[config.mk]
export PLATFORM = sky130hd
export DESIGN_NAME = nonce_replay_cache
export DESIGN_NICKNAME = d
export VERILOG_FILES = /design/src/nrc_pkg.sv /design/src/nrc_store.sv /design/src/nrc_cmp.sv /design/src/nrc_ctrl.sv /design/src/nonce_replay_cache.sv
export SDC_FILE = /design/constraint.sdc
export NUM_CORES = 2
export LEC_CHECK = 0
export ABC_AREA = 1
export BUFFER_PORTS_ARGS = -buffer_cell sky130_fd_sc_hd__buf_2
export CORE_AREA = 2 2 289 577
export CTS_CLUSTER_SIZE = 20
export DETAILED_ROUTE_END_ITERATION = 10
export DIE_AREA = 0 0 291 579
export GPL_TIMING_DRIVEN = 1
export PLACE_DENSITY = 0.79
export SYNTH_ARGS = -nofsm -noshare
export SYNTH_HDL_FRONTEND = slang
export SYNTH_SLANG_ARGS = --single-unit
export TNS_END_PERCENT = 100
[constraint.sdc]
create_clock -name clk -period 10.89 [get_ports clk]
set_input_delay 0.5445 -clock clk [delete_from_list [all_inputs] [get_ports clk]]
set_output_delay 0.5445 -clock clk [all_outputs]
set_load 0.005 [all_outputs]
[src/nrc_pkg.sv]
// ----------------------------------------------------------------------------
// nrc_pkg: shared types and constants of the nonce replay cache
// Entry layout, store access request, compare result and cache geometry.
// ----------------------------------------------------------------------------
package nrc_pkg;

  localparam int CACHE_ENTRIES = 32;
  localparam int IDX_W = (CACHE_ENTRIES > 1) ? $clog2(CACHE_ENTRIES) : 1;
  localparam logic [IDX_W-1:0] LAST_INDEX = IDX_W'(CACHE_ENTRIES - 1);

  localparam logic [7:0]  CLEARED_DEVICE = 8'hFF;
  localparam logic [31:0] DEFAULT_WINDOW = 32'd10000;

  typedef struct packed {
    logic [7:0]  device;
    logic [31:0] nonce;
    logic [31:0] stamp;
  } entry_t;

  localparam entry_t CLEARED_ENTRY = '{device: CLEARED_DEVICE, nonce: 32'd0, stamp: 32'd0};

  typedef struct packed {
    logic             wr_en;
    logic [IDX_W-1:0] wr_addr;
    entry_t           wr_data;
    logic [IDX_W-1:0] rd_addr;
  } mem_req_t;

  typedef struct packed {
    logic match;
    logic expire;
  } cmp_t;

endpackage

[src/nrc_store.sv]
// ----------------------------------------------------------------------------
// nrc_store: cache entry memory
// One write and one registered read port; per-entry valid bits make an
// entry that was never written since reset read as all zeros.
// ----------------------------------------------------------------------------
module nrc_store (
  input  logic              clk,
  input  logic              rst,
  input  nrc_pkg::mem_req_t req,
  output nrc_pkg::entry_t   rd_data
);

  nrc_pkg::entry_t mem [nrc_pkg::CACHE_ENTRIES];
  logic [nrc_pkg::CACHE_ENTRIES-1:0] valid;
  nrc_pkg::entry_t rd_raw;
  logic            rd_valid;

  always_ff @(posedge clk) begin
    if (req.wr_en) begin
      mem[req.wr_addr] <= req.wr_data;
    end
    rd_raw <= mem[req.rd_addr];
  end

  always_ff @(posedge clk) begin
    if (rst) begin
      valid    <= '0;
      rd_valid <= 1'b0;
    end else begin
      if (req.wr_en) begin
        valid[req.wr_addr] <= 1'b1;
      end
      rd_valid <= valid[req.rd_addr];
    end
  end

  assign rd_data = rd_valid ? rd_raw : '0;

endmodule

[src/nrc_cmp.sv]
// ----------------------------------------------------------------------------
// nrc_cmp: shared entry compare unit
// Checks one stored entry against the current item for a device and nonce
// match, and for an age beyond the expiry window.
// ----------------------------------------------------------------------------
module nrc_cmp (
  input  nrc_pkg::entry_t entry,
  input  nrc_pkg::entry_t item,
  input  logic [31:0]     window,
  output nrc_pkg::cmp_t   result
);

  logic [31:0] age;

  // Age wraps modulo 2^32, so a stamp ahead of now looks very old.
  assign age           = item.stamp - entry.stamp;
  assign result.match  = (entry.device == item.device) && (entry.nonce == item.nonce);
  assign result.expire = age > window;

endmodule

[src/nrc_ctrl.sv]
// ----------------------------------------------------------------------------
// nrc_ctrl: item sequencer
// Walks the store for a replay match, inserts a fresh item at the
// round-robin pointer, walks it again to clear expired entries, and holds
// the result in the output register.
// ----------------------------------------------------------------------------
module nrc_ctrl (
  input  logic              clk,
  input  logic              rst,
  input  logic              in_valid,
  output logic              in_stall,
  input  logic [31:0]       nonce_value,
  input  logic [7:0]        device_id,
  input  logic [31:0]       now_ms,
  input  nrc_pkg::cmp_t     cmp,
  output nrc_pkg::entry_t   item,
  output nrc_pkg::mem_req_t mem_req,
  output logic              out_valid,
  input  logic              out_stall,
  output logic              accepted
);

  localparam logic [2:0] S_IDLE  = 3'd0;
  localparam logic [2:0] S_MATCH = 3'd1;
  localparam logic [2:0] S_WRITE = 3'd2;
  localparam logic [2:0] S_EXPST = 3'd3;
  localparam logic [2:0] S_EXP   = 3'd4;
  localparam logic [2:0] S_DONE  = 3'd5;

  logic [2:0]               state;
  logic [2:0]               state_next;
  logic [nrc_pkg::IDX_W-1:0] cnt;
  logic [nrc_pkg::IDX_W-1:0] cnt_next;
  logic [nrc_pkg::IDX_W-1:0] ptr;
  logic [nrc_pkg::IDX_W-1:0] ptr_next;
  logic                     res;
  logic                     res_next;
  logic                     out_valid_next;
  logic                     in_fire;
  logic                     out_free;
  logic [nrc_pkg::IDX_W-1:0] cnt_inc;

  assign in_stall = (state != S_IDLE);
  assign in_fire  = in_valid && !in_stall;
  assign out_free = !out_valid || !out_stall;
  assign cnt_inc  = (cnt == nrc_pkg::LAST_INDEX) ? '0 : cnt + 1'b1;

  always_comb begin
    state_next       = state;
    cnt_next         = cnt;
    ptr_next         = ptr;
    res_next         = res;
    out_valid_next   = out_valid && out_stall;
    mem_req.wr_en    = 1'b0;
    mem_req.wr_addr  = ptr;
    mem_req.wr_data  = item;
    mem_req.rd_addr  = '0;
    unique case (state)
      S_IDLE: begin
        if (in_fire) begin
          cnt_next   = '0;
          state_next = S_MATCH;
        end
      end
      S_MATCH: begin
        mem_req.rd_addr = cnt_inc;
        if (cmp.match) begin
          res_next   = 1'b0;
          state_next = S_DONE;
        end else if (cnt == nrc_pkg::LAST_INDEX) begin
          state_next = S_WRITE;
        end else begin
          cnt_next = cnt_inc;
        end
      end
      S_WRITE: begin
        mem_req.wr_en = 1'b1;
        ptr_next      = (ptr == nrc_pkg::LAST_INDEX) ? '0 : ptr + 1'b1;
        state_next    = S_EXPST;
      end
      S_EXPST: begin
        cnt_next   = '0;
        state_next = S_EXP;
      end
      S_EXP: begin
        mem_req.rd_addr = cnt_inc;
        mem_req.wr_en   = cmp.expire;
        mem_req.wr_addr = cnt;
        mem_req.wr_data = nrc_pkg::CLEARED_ENTRY;
        if (cnt == nrc_pkg::LAST_INDEX) begin
          res_next   = 1'b1;
          state_next = S_DONE;
        end else begin
          cnt_next = cnt_inc;
        end
      end
      S_DONE: begin
        if (out_free) begin
          out_valid_next = 1'b1;
          state_next     = S_IDLE;
        end
      end
      default: begin
        state_next = S_IDLE;
      end
    endcase
  end

  always_ff @(posedge clk) begin
    if (rst) begin
      state     <= S_IDLE;
      ptr       <= '0;
      out_valid <= 1'b0;
    end else begin
      state     <= state_next;
      ptr       <= ptr_next;
      out_valid <= out_valid_next;
    end
  end

  always_ff @(posedge clk) begin
    cnt <= cnt_next;
    res <= res_next;
    if (in_fire) begin
      item.device <= device_id;
      item.nonce  <= nonce_value;
      item.stamp  <= now_ms;
    end
    if ((state == S_DONE) && out_free) begin
      accepted <= res;
    end
  end

endmodule

[src/nonce_replay_cache.sv]
// ----------------------------------------------------------------------------
// nonce_replay_cache: replay protection cache of recent nonces per device
// Rejects an item whose device and nonce are already cached; otherwise
// stores it round robin and clears entries older than the expiry window.
// ----------------------------------------------------------------------------
// Sequence: a replay ends the match walk at its first matching entry and answers; a
// fresh item runs the full match walk, the insert, a walk setup step and the full
// expiry walk before it answers. The answer waits while out_stall holds the output.
// Flow: one item at a time; the next item can be taken in the cycle the answer shows.
// The two walks run over the single read port of the entry memory, one entry per cycle each.
// Reset (synchronous, rst high): store reads as all zeros, pointer zero, window 10000 ms.
// ----------------------------------------------------------------------------
module nonce_replay_cache (
  input  logic        clk,
  input  logic        rst,
  input  logic        in_valid,
  output logic        in_stall,
  input  logic [31:0] nonce_value,
  input  logic [7:0]  device_id,
  input  logic [31:0] now_ms,
  output logic        out_valid,
  input  logic        out_stall,
  output logic        accepted,
  input  logic        cfg_wr_en,
  input  logic [31:0] cfg_wr_data
);

  // The expiry window register. The user must write it only while the block is idle,
  // which the block itself does not enforce, so the compare unit can read it directly.
  logic [31:0] expiry_window_ms;

  always_ff @(posedge clk) begin
    if (rst) begin
      expiry_window_ms <= nrc_pkg::DEFAULT_WINDOW;
    end else if (cfg_wr_en) begin
      expiry_window_ms <= cfg_wr_data;
    end
  end

  nrc_pkg::mem_req_t mem_req;
  nrc_pkg::entry_t   rd_data;
  nrc_pkg::entry_t   item;
  nrc_pkg::cmp_t     cmp;

  // Entry memory: the sequencer reads one entry per cycle, and the data
  // comes back registered in the following cycle.
  nrc_store u_store (
    .clk     (clk),
    .rst     (rst),
    .req     (mem_req),
    .rd_data (rd_data)
  );

  // The one compare unit serves both walks: the match walk looks at the
  // match flag and the expiry walk at the age flag.
  nrc_cmp u_cmp (
    .entry  (rd_data),
    .item   (item),
    .window (expiry_window_ms),
    .result (cmp)
  );

  // Sequencer and output register. The insert happens in its own cycle
  // between the walks so the expiry walk sees the new entry.
  nrc_ctrl u_ctrl (
    .clk         (clk),
    .rst         (rst),
    .in_valid    (in_valid),
    .in_stall    (in_stall),
    .nonce_value (nonce_value),
    .device_id   (device_id),
    .now_ms      (now_ms),
    .cmp         (cmp),
    .item        (item),
    .mem_req     (mem_req),
    .out_valid   (out_valid),
    .out_stall   (out_stall),
    .accepted    (accepted)
  );

  // An item taken at the input keeps the block busy in the next cycle.
  a_busy_after_accept: assert property (@(posedge clk) disable iff (rst)
    in_valid && !in_stall |=> in_stall)
    else $error("input taken again right after an accepted item");

  // The store is never written while the block waits for an item.
  a_no_write_idle: assert property (@(posedge clk) disable iff (rst)
    !in_stall |-> !mem_req.wr_en)
    else $error("store written while idle");

  // Writes stay inside the cache.
  a_write_in_range: assert property (@(posedge clk) disable iff (rst)
    mem_req.wr_en |-> mem_req.wr_addr <= nrc_pkg::LAST_INDEX)
    else $error("store write beyond the last entry");

endmodule
==> reports/metrics.csv <==
stage,metric,value,unit
synthesis,Syn Area/Cell,12.75,sq um
synthesis,Synth top area share,0.6961,
detailed_routing,1st-pass router iterations,10,
synthesis,syn nets,8242,
place,post-place setup slack,4.216,ns
setup_path,worst-path cell with the longest stage delay,buf_4,
die,num rows,211,
detailed_routing,DRT Wirelength,282500,microns
synthesis,Area contributors post-synth,"edfxtp_1, nand3_1, nand2_1, o211ai_1, dfxtp_1",
global_routing,total track usage,0.3298,
power_and_ir_drop,switch share,0.3862,
synthesis,Syn Inst Count,8062,
synthesis,#FFs+latches synth,2529,
detailed_routing,via count,68690,
power_and_ir_drop,Gate power share,0.374,
timing,final hold vios,0,
final_layout,"commonest cells after routing, fill and taps aside","edfxtp_1, nand2_1, nand3_1, o211ai_1, o22ai_1",
final_layout,Layout Area Growth over Synthesis,10.07,%
final_layout,NumNets Final,8267,
synthesis,number of flops mapped to enable cells by yosys,2383,
clock_network,CTS Sinks,2529,
setup_path,Crit. End Element,flip-flop,
synthesis,distinct cell type count after synthesis,42,
synthesis,post-synthesis cell area,102800,sq um
setup_path,WP data arrival,7.19,ns
clock_network,CTS resizes,0,
global_routing,vias in the first global route,67240,
die,Die Span X,291,microns
synthesis,sequential share of the synthesized area,0.7245,
synthesis,largest area contributor in the netlist,edfxtp_1,
clock_network,# Post-CTS Setup Buffers,0,
die,die area,168500,sq um
timing,Final min period,6.740,ns
global_routing,global-route wire length before repair,415500,microns
global_routing,antenna violations before repair,11,
power_and_ir_drop,clock share of power,0.242,
place,Port Buf Inserts,111,
setup_path,Top Family by Delay on Critical Path,simple AND/OR/NAND/NOR gates,
setup_path,Worst EP required,11.34,ns
power_and_ir_drop,sequential share of power,0.383,
die,DIE HEIGHT,579,microns
clock_network,CTS Root Cell,clkbuf_16,
setup_path,Critical Path Source Type,flip-flop,
global_routing,largest net degree at the start of global routing,214,
setup_path,CP max stage delay,0.71,ns
timing,RSZ-0062 raised after global routing,no,
place,DP Wirelength,141300,microns
setup_path,Max Fanout on Critical Path,36,
final_layout,"commonest non-fill, non-tap cell in the layout",edfxtp_1,
timing,TNS Setup,0,ns
timing,min setup slack post-route,4.150,ns
clock_network,H-tree depth,4,
hold_path,Worst Hold Class,input pin to flip-flop,
detailed_routing,Initial DRC Count,9598,
timing,fmax,0.1484,GHz
die,I/O pin total,112,
clock_network,Longest Clk Path Bufs,4,
setup_path,CP Class,flip-flop to flip-flop,
timing,max-slew violation count,0,
power_and_ir_drop,Leak Pwr,0.03750,uW
clock_network,clock-pin transition on the worst setup and hold timing paths,0.07,ns
synthesis,ys flop type,edfxtp_1,
power_and_ir_drop,Pwr Density,281.8,nW/um^2
status,status,completed,
global_routing,Congestion Overflow GR,0,
timing,Final setup violation count,0,
place,placer congestion estimate,0.8483,
run,max_cap viols,0,
clock_network,TritonCTS clock tree,built,
detailed_routing,# DRC,0,
detailed_routing,antenna-violating nets left,0,
die,core area,164500,sq um
setup_path,Critical path buffers and inverters,6,
synthesis,Synthesis Warnings,0,
detailed_routing,vias per cell,6.611,
timing,worst-margin pin slew,1.169,ns
final_layout,Filler cells,10690,
power_and_ir_drop,VDD IR max,269.1,uV
power_and_ir_drop,Pint,19570,uW
timing,clock skew,0.05340,ns
synthesis,Async SR Flop Fraction,0,
setup_path,most frequent CP cell,nand2_1,
clock_network,clk_lat worst skew,0.87,ns
timing,Tcrit/Tclk final,0.6189,
power_and_ir_drop,NetSw,12310,uW
final_layout,share of layout cells above drive strength 1,0.09211,
timing,headroom to the max-slew limit,0.2207,
die,Starting Density,0.6251,
clock_network,Num CTS Buffers,210,
detailed_routing,Avg WL per Cell,27.19,microns
## worst paths after layout
| check | startpoint | end | slack, ns | depth (start not counted) |
|---|---|---|---|---|
| hold / removal | cfg_wr_data[5] | expiry_window_ms[5] | 0.04 | 3 |
| setup reg to reg | u_store.rd_valid | u_store.mem[25][26] | 4.15 | 29 |
| hold reg to reg | u_store.valid[23] | u_store.valid[23] | 0.45 | 2 |
| setup / recovery | u_store.rd_valid | u_store.mem[25][26] | 4.15 | 29 |
## layout make-up
class | count | area, sq um | share of cell area
Inverter | 254 | 1101 | 0.009731
Tap cell | 2130 | 2665 | 0.02355
Multi-Input combinational cell | 4742 | 25140 | 0.2222
Timing Repair Buffer | 350 | 2790 | 0.02466
Antenna cell | 9 | 22.52 | 0.0001990
Sequential cell | 2529 | 74490 | 0.6583
Clock inverter | 106 | 1204 | 0.01064
Clock buffer | 270 | 5744 | 0.05076
## worst reg2reg max path, delay by kind of cell, from the launching register on
family,cells,cell delay [ns]
AND/OR/NAND/NOR,17,2.50
buffers and inverters,6,1.83
adder cells (fa/ha/maj),3,0.84
flip-flops,1,0.59
AO/OA/AOI/OAI,2,0.47
XOR/XNOR,1,0.09
## per-layer routing
metal	track usage	vias to the layer above	share of wire
li1	-	29600	-
met1	0.4272	33340	0.35
met2	0.5439	4838	0.48
met3	0.05588	916	0.11
met4	0.1654	2	0.053
met5	0	-	0.000071
## cells in the mapped netlist, types with 25 or more instances
master / number
nor2_1: 184
clkbuf_1: 275
o21ai_0: 77
or2_2: 147
inv_1: 246
or2_0: 125
nand2_1: 1447
a21oi_1: 132
edfxtp_1: 2383
buf_2: 148
o22ai_1: 292
xor2_1: 25
ha_1: 70
buf_1: 84
nand3_1: 1312
dfxtp_1: 146
o211ai_1: 588
or2_1: 282
## flip-flops by register name, indices dropped and copies added, names as in the netlist
register	flops
u_store.mem	2304
u_store.rd_valid	1
expiry_window_ms	32
u_ctrl.res	1
u_store.valid	32
u_ctrl.cnt	5
u_ctrl.state	3
u_ctrl.accepted	1
u_ctrl.out_valid	1
u_ctrl.item	72
u_store.rd_raw	72
u_ctrl.ptr	5
## repair_timing
item / 4_1_cts / 5_1_grt
hold buffers: 101 / 0
setup endpoints to repair: 0 / 0
hold endpoints to repair: 101 / 0
## power groups by stage
| stage | Sequential (uW) | Clock (uW) | Combinational, uW |
|---|---|---|---|
| 5_1_grt | 12200 | 8090 | 12800 |
| 2_1_floorplan | 12400 | 0 | 7750 |
| 3_3_place_gp | 12400 | 0 | 11300 |
| 3_5_place_dp | 12400 | 0 | 11600 |
| 4_1_cts | 12200 | 7740 | 11700 |
| 6_report | 12200 | 7730 | 11900 |
## cells by family after synthesis
logic type | after synthesis | share of synthesized area
simple gates | 3532 | 0.1595
flops | 2529 | 0.7245
compound gates | 1107 | 0.07221
buf+inv | 791 | 0.03241
fa+ha+maj | 71 | 0.008714
xor+xnor | 32 | 0.002726
## per-stage QoR
step	cell area, sq um	total power, uW	utilization	hold slack, ns	std cells
6_report	113200	31890	0.6880	0.03971	10390
5_1_grt	113100	33160	0.6879	0.05320	10390
4_1_cts	113100	31640	0.6878	0.0009747	10380
2_1_floorplan	102800	20110	-	0.4003	8062
3_5_place_dp	105200	23980	0.6395	0.4238	9904
3_3_place_gp	105200	23740	0.6395	0.4276	9904
Note: power is estimated with default switching activity, not from simulation.
